--- src/hw/rtl/prbp_pkg.sv ---
// shared types, sizes and codes for the pipe ring buffer pool
package prbp_pkg;

  // pool geometry
  localparam int unsigned NUM_PIPES = 8;
  localparam int unsigned BUF_BYTES = 256;

  // derived widths
  localparam int unsigned PIPE_W = (NUM_PIPES > 1) ? $clog2(NUM_PIPES) : 1;
  localparam int unsigned PTR_W  = (BUF_BYTES > 1) ? $clog2(BUF_BYTES) : 1;
  localparam int unsigned CNT_W  = $clog2(BUF_BYTES + 1);
  localparam int unsigned OPEN_W = $clog2(NUM_PIPES + 1);
  localparam int unsigned MEM_DEPTH = NUM_PIPES * BUF_BYTES;
  localparam int unsigned ADDR_W = $clog2(MEM_DEPTH);

  // word kinds
  typedef enum logic [1:0] {
    KIND_CREATE = 2'd0,
    KIND_WRITE  = 2'd1,
    KIND_READ   = 2'd2
  } kind_e;

  // result status codes
  typedef enum logic [2:0] {
    ST_OK     = 3'd0,
    ST_BAD    = 3'd1,
    ST_FULL   = 3'd2,
    ST_EMPTY  = 3'd3,
    ST_NOFREE = 3'd4
  } status_e;

  // input word
  typedef struct packed {
    kind_e       kind;
    logic [3:0]  pipe_id;
    logic [7:0]  data_in;
    logic        end_of_call;
  } in_t;

  // result word
  typedef struct packed {
    status_e     status;
    logic [7:0]  data_out;
    logic [2:0]  new_pipe_id;
    logic [3:0]  open_pipes;
    logic [8:0]  fill_level;
    logic [15:0] bytes_done;
  } out_t;

  // result fields from the pipe controller, data byte comes from the ram
  typedef struct packed {
    status_e     status;
    logic [2:0]  new_pipe_id;
    logic [3:0]  open_pipes;
    logic [8:0]  fill_level;
    logic [15:0] bytes_done;
    logic        rd_ok;
  } res_t;

  // byte store access
  typedef struct packed {
    logic              we;
    logic              re;
    logic [ADDR_W-1:0] waddr;
    logic [ADDR_W-1:0] raddr;
    logic [7:0]        wdata;
  } mem_req_t;

endpackage

--- src/hw/rtl/prbp_ctrl.sv ---
// pipe table, call counter and per-word decision logic
module prbp_ctrl import prbp_pkg::*; (
  input  logic     clk_i,
  input  logic     rst_ni,
  input  logic     accept_i,
  input  in_t      in_data_i,
  output res_t     res_o,
  output mem_req_t mem_req_o
);

  logic             open_q [NUM_PIPES];
  logic             open_d [NUM_PIPES];
  logic [PTR_W-1:0] head_q [NUM_PIPES];
  logic [PTR_W-1:0] head_d [NUM_PIPES];
  logic [PTR_W-1:0] tail_q [NUM_PIPES];
  logic [PTR_W-1:0] tail_d [NUM_PIPES];
  logic [CNT_W-1:0] cnt_q  [NUM_PIPES];
  logic [CNT_W-1:0] cnt_d  [NUM_PIPES];
  logic [15:0]      call_q;
  logic [15:0]      call_d;

  logic              pid_ok;
  logic [PIPE_W-1:0] idx;
  logic              sel_open;
  logic              free_found;
  logic [PIPE_W-1:0] free_idx;
  logic [OPEN_W-1:0] open_cnt;
  logic [PTR_W-1:0]  sel_head;
  logic [PTR_W-1:0]  sel_tail;
  logic [CNT_W-1:0]  sel_cnt;
  logic [PTR_W-1:0]  head_nxt;
  logic [PTR_W-1:0]  tail_nxt;
  logic [ADDR_W-1:0] base;
  logic              moved;
  logic              created;
  logic [15:0]       call_inc;

  // addressed pipe lookup
  always_comb begin
    pid_ok   = ({1'b0, in_data_i.pipe_id} < 5'(NUM_PIPES));
    idx      = PIPE_W'(in_data_i.pipe_id);
    sel_open = 1'b0;
    sel_head = '0;
    sel_tail = '0;
    sel_cnt  = '0;
    if (pid_ok) begin
      sel_open = open_q[idx];
      sel_head = head_q[idx];
      sel_tail = tail_q[idx];
      sel_cnt  = cnt_q[idx];
    end
    head_nxt = (sel_head == PTR_W'(BUF_BYTES - 1)) ? '0 : sel_head + 1'b1;
    tail_nxt = (sel_tail == PTR_W'(BUF_BYTES - 1)) ? '0 : sel_tail + 1'b1;
    base     = ADDR_W'(idx) * ADDR_W'(BUF_BYTES);
  end

  // lowest free pipe and open count
  always_comb begin
    free_found = 1'b0;
    free_idx   = '0;
    open_cnt   = '0;
    for (int i = NUM_PIPES - 1; i >= 0; i--) begin
      if (!open_q[i]) begin
        free_found = 1'b1;
        free_idx   = PIPE_W'(i);
      end
      open_cnt = open_cnt + OPEN_W'(open_q[i]);
    end
  end

  // decision and next state
  always_comb begin
    open_d  = open_q;
    head_d  = head_q;
    tail_d  = tail_q;
    cnt_d   = cnt_q;
    moved   = 1'b0;
    created = 1'b0;

    res_o             = '0;
    res_o.status      = ST_BAD;
    mem_req_o         = '0;
    mem_req_o.waddr   = base + ADDR_W'(sel_tail);
    mem_req_o.raddr   = base + ADDR_W'(sel_head);
    mem_req_o.wdata   = in_data_i.data_in;

    case (in_data_i.kind)
      KIND_CREATE: begin
        res_o.status = ST_NOFREE;
        if (free_found) begin
          created           = 1'b1;
          open_d[free_idx]  = 1'b1;
          head_d[free_idx]  = '0;
          tail_d[free_idx]  = '0;
          cnt_d[free_idx]   = '0;
          res_o.status      = ST_OK;
          res_o.new_pipe_id = 3'(free_idx);
        end
      end
      KIND_WRITE: begin
        if (sel_open) begin
          res_o.fill_level = 9'(sel_cnt);
          if (sel_cnt >= CNT_W'(BUF_BYTES)) begin
            res_o.status = ST_FULL;
          end else begin
            moved            = 1'b1;
            mem_req_o.we     = accept_i;
            tail_d[idx]      = tail_nxt;
            cnt_d[idx]       = sel_cnt + 1'b1;
            res_o.status     = ST_OK;
            res_o.fill_level = 9'(sel_cnt + 1'b1);
          end
        end
      end
      KIND_READ: begin
        if (sel_open) begin
          res_o.fill_level = 9'(sel_cnt);
          if (sel_cnt == '0) begin
            res_o.status = ST_EMPTY;
          end else begin
            moved            = 1'b1;
            mem_req_o.re     = accept_i;
            res_o.rd_ok      = 1'b1;
            head_d[idx]      = head_nxt;
            cnt_d[idx]       = sel_cnt - 1'b1;
            res_o.status     = ST_OK;
            res_o.fill_level = 9'(sel_cnt - 1'b1);
          end
        end
      end
      default: begin
        res_o.status = ST_BAD;
      end
    endcase

    // per-call byte counter, saturating, cleared after the last word of a call
    call_inc         = (moved && call_q != 16'hffff) ? call_q + 16'd1 : call_q;
    call_d           = in_data_i.end_of_call ? '0 : call_inc;
    res_o.bytes_done = call_inc;
    res_o.open_pipes = 4'(open_cnt + OPEN_W'(created));
  end

  // pipe table and counter registers
  always_ff @(posedge clk_i or negedge rst_ni) begin
    if (!rst_ni) begin
      for (int i = 0; i < NUM_PIPES; i++) begin
        open_q[i] <= 1'b0;
        head_q[i] <= '0;
        tail_q[i] <= '0;
        cnt_q[i]  <= '0;
      end
      call_q <= '0;
    end else if (accept_i) begin
      open_q <= open_d;
      head_q <= head_d;
      tail_q <= tail_d;
      cnt_q  <= cnt_d;
      call_q <= call_d;
    end
  end

endmodule

--- config.mk ---
export PLATFORM = sky130hd
export DESIGN_NAME = prbp_ctrl
export DESIGN_NICKNAME = d
export VERILOG_FILES = /design/src/hw/rtl/prbp_pkg.sv /design/src/hw/rtl/prbp_ctrl.sv
export SDC_FILE = /design/constraint.sdc
export NUM_CORES = 1
export LEC_CHECK = 0
export BUFFER_PORTS_ARGS = -buffer_cell sky130_fd_sc_hd__buf_2
export CAP_MARGIN = 20
export CORE_MARGIN = 2
export CORE_UTILIZATION = 60
export CTS_CLUSTER_DIAMETER = 150
export CTS_CLUSTER_SIZE = 20
export DETAILED_ROUTE_END_ITERATION = 6
export HOLD_SLACK_MARGIN = 0.05
export PLACE_DENSITY = 0.79
export SLEW_MARGIN = 40
export SYNTH_ARGS = -nofsm -noshare
export SYNTH_HDL_FRONTEND = slang
export SYNTH_SLANG_ARGS = --single-unit
--- constraint.sdc ---
create_clock -name clk_i -period 6.5 [get_ports clk_i]
set_clock_uncertainty 0.05 [all_clocks]
set_input_delay 0.65 -clock clk_i [delete_from_list [all_inputs] [get_ports clk_i]]
set_output_delay 0.65 -clock clk_i [all_outputs]
set_load 0.005 [all_outputs]
==> out/results.txt <==
status = completed
diode count = 0
leak pwr = 6.392 nW
Avg Vias per Cell = 7.433
Worst Path Required = 5.80 ns
Netlist cell types = 91
drt pass-1 iters = 6
asr flop ratio synth = 1.000
TritonCTS buffer count = 15
vias in the first global route = 11640
pin count of the biggest net entering global routing = 76
Max stage delay on crit path = 0.58 ns
GP Congestion = 0.9665
clock slew at reported path FFs = 0.10 ns
layout filler cell count = 1832
Post-synth EDFFs = 0
Net Count, Synth = 1389
initial antenna violation count = 0
CP arrival = 4.62 ns
slew margin rel. = 0.3984
share of the synthesized area in the top cell type = 0.4124
synthesis-to-finish area growth = 6.804%
Iter 0 DRT Violations = 1958
Seq/Total Area, Yosys = 0.4124
leading cell type in the layout, fill and taps excluded = dfrtp_1
nets@finish = 1406
worst flop-to-flop path endpoint = head_q[40]
CTS tree = done
Final ANT Viol Nets = 0
Max Root-Sink Buffers = 3
commonest non-fill, non-tap cells in the layout = 224 x dfrtp_1, 102 x nand2_1, 86 x a22o_1, 82 x nor2_1, 69 x o21ai_0
Cell Area, Synth = 0.01359 mm²
Post-DP Area = 0.01408 mm²
Cell Chain, Critical Path = buf_2 > buf_4 > inv_1 > a221oi_1 > o21ai_1 > nand2_1 > ha_1 > nand2_1 > o311ai_4 > inv_1 > o21ai_1 > xnor2_1 > buf_2
post-cts resize count = 0
RSZ-0062 raised after global routing = false
detailed placement HPWL = 29660 µm
clock latency on the worst-skew pair = 0.52 ns
crit end category = output pin
total grt overflow = 0
DRC violations left = 0
post-route minimum period = 5.322 ns
Synth Warn # = 0
area leader, netlist = dfrtp_1
Worst R2R Setup Slack = 2.35 ns
Sink Count = 224
Finished Cell Area = 0.01452 mm²
power density cells = 232.5 mW/mm²
final wirelength = 42880 µm
Final Max Tran Viols = 0
Fin Setup TNS = 0 ns
wire per inst = 25.93 µm
worst r2r path cells = 11
ranking of synthesized cells by area = dfrtp_1 41%, a22o_1 5.5%, o2bb2ai_1 4.2%, mux4_2 3.8%, nand2_1 2.8%
Placed Instances = 1635
Hold Path Cell Cnt = 2
core area = 0.02243 mm²
share of layout cells above drive strength 1 = 0.1541
max_cap viols = 0
Die Area = 0.02387 mm²
# setup viols final = 0
Die Ht = 154.5 µm
fmax = 0.1879 GHz
global-route wire length before repair = 67010 µm
R2R Path Start = cnt_q[18]
Fin. Hold Viols = 0
clock tree root buffer cell = clkbuf_16
Hold EP = call_q[12]
WS Path Type = input pin to output pin
hold path startpoint = in_data_i[0]
die width = 154.5 µm
Synth Register Bits = 224
I/O Buffers = 69
Top FF cell, synth = dfrtp_1
non-filler cells, final = 1654
IO Pins = 86
Starting Density = 0.6058
cell row count = 55
Worst Tran Pin Value = 0.8955 ns
Critical Path Fanout Max = 31
via count = 12300
min-delay worst type = input pin to flip-flop
fin crit share = 0.8187
critical path's slowest cell = o311ai_4
startpoint types = input pin
Synth Instances = 1352
syn_area_per_cell = 10.05 µm²
Max IR drop VDD = 0.0002048 V
htree depth = 1
GRT Total Usage = 0.3572
worst max-delay path, delay by kind of cell:
family / cells / cell delay (ns)
and+or+nand+nor: 2 / 0.36
adders and majority gates: 1 / 0.38
xor gates and xnor gates: 1 / 0.18
AOI/OAI and AO/OA: 4 / 1.55
buffers and inverters: 5 / 1.46
cells by family after synthesis:
group | count (synthesis) | synth area share
AO/OA/AOI/OAI | 493 | 0.2829
XOR/XNOR | 25 | 0.01611
adder cells (fa/ha/maj) | 19 | 0.02025
buffers and inverters | 145 | 0.05155
flip-flops | 224 | 0.4124
multiplexers | 68 | 0.07448
AND/OR/NAND/NOR | 378 | 0.1422
state kept, by name (all words and copies together), names as in the netlist:
signal / flops
tail_q: 64
cnt_q: 72
open_q: 8
head_q: 64
call_q: 16
through the flow:
stage,setup WS [ns],hold WS [ns],util,power [mW]
CTS,1.292,0.3558,0.6459,3.356
global placement,1.418,0.4141,0.6244,2.421
finish,1.178,0.3621,0.6470,3.375
floorplan,2.165,0.3044,-,2.164
global route,0.8652,0.3816,0.6470,3.503
detailed placement,1.321,0.4224,0.6276,2.449
where the power goes:
part,leakage [nW],total (mW),switching [mW],internal (mW)
Clock,0.197,0.919,0.496,0.424
Combinational,3.16,0.864,0.545,0.319
Sequential,3.03,1.59,0.0943,1.50
Total,6.39,3.37,1.14,2.24
worst max-delay path by stage:
stage / from / to / depth (start not counted) / slack [ns]
2_1_floorplan: in_data_i[10] / res_o[25] / 17 / 2.17
3_3_place_gp: in_data_i[9] / res_o[6] / 12 / 1.42
3_5_place_dp: in_data_i[11] / res_o[15] / 13 / 1.32
4_1_cts: in_data_i[11] / res_o[15] / 13 / 1.29
5_1_grt: in_data_i[11] / res_o[3] / 13 / 0.87
6_report: in_data_i[11] / res_o[15] / 13 / 1.18
synthesized netlist by cell type, types with 12 or more instances:
cell         n
o2bb2ai_1   65
and2_1      12
inv_1       43
buf_4       20
dfrtp_1    224
a22oi_1     20
nand2_1    102
a21oi_1     41
a22o_1      86
o21a_1      12
a211o_1     13
mux2_2      18
nor3_1      22
ha_1        14
clkbuf_1    48
o31ai_1     12
xnor2_1     18
nor2b_1     12
and3_1      34
buf_2       23
mux2i_1     23
nand3_1     37
nor2_1      83
o211ai_1    36
o21ai_0     70
a32o_1      18
and3b_1     14
mux4_2      23
layout make-up:
| class | count | area (µm²) | share of cell area |
|---|---|---|---|
| clock buffers | 15 | 375.4 | 0.02586 |
| clock inverters | 2 | 25.02 | 0.001724 |
| multi-input cells | 983 | 7341 | 0.5057 |
| well taps | 285 | 356.6 | 0.02457 |
| repair buffers | 100 | 643.1 | 0.04431 |
| inverters | 45 | 168.9 | 0.01164 |
| flip-flops and latches | 224 | 5605 | 0.3862 |
layer usage:
layer | part of all wire | track usage | routed length [µm]
met3 | 0.12 | 0.07677 | 5005
met5 | 0 | 0 | 0
met4 | 0.051 | 0.1481 | 2179
met1 | 0.40 | 0.5095 | 17040
met2 | 0.44 | 0.5340 | 18660
timing repair:
action / 4_1_cts / 5_1_grt
hold endpoints to repair: 41 / 0
hold buffers: 1 / 0
endpoints found under the setup margin: 0 / 0
setup buffers: 0 / 0
Power figures use the tool's default switching activity.
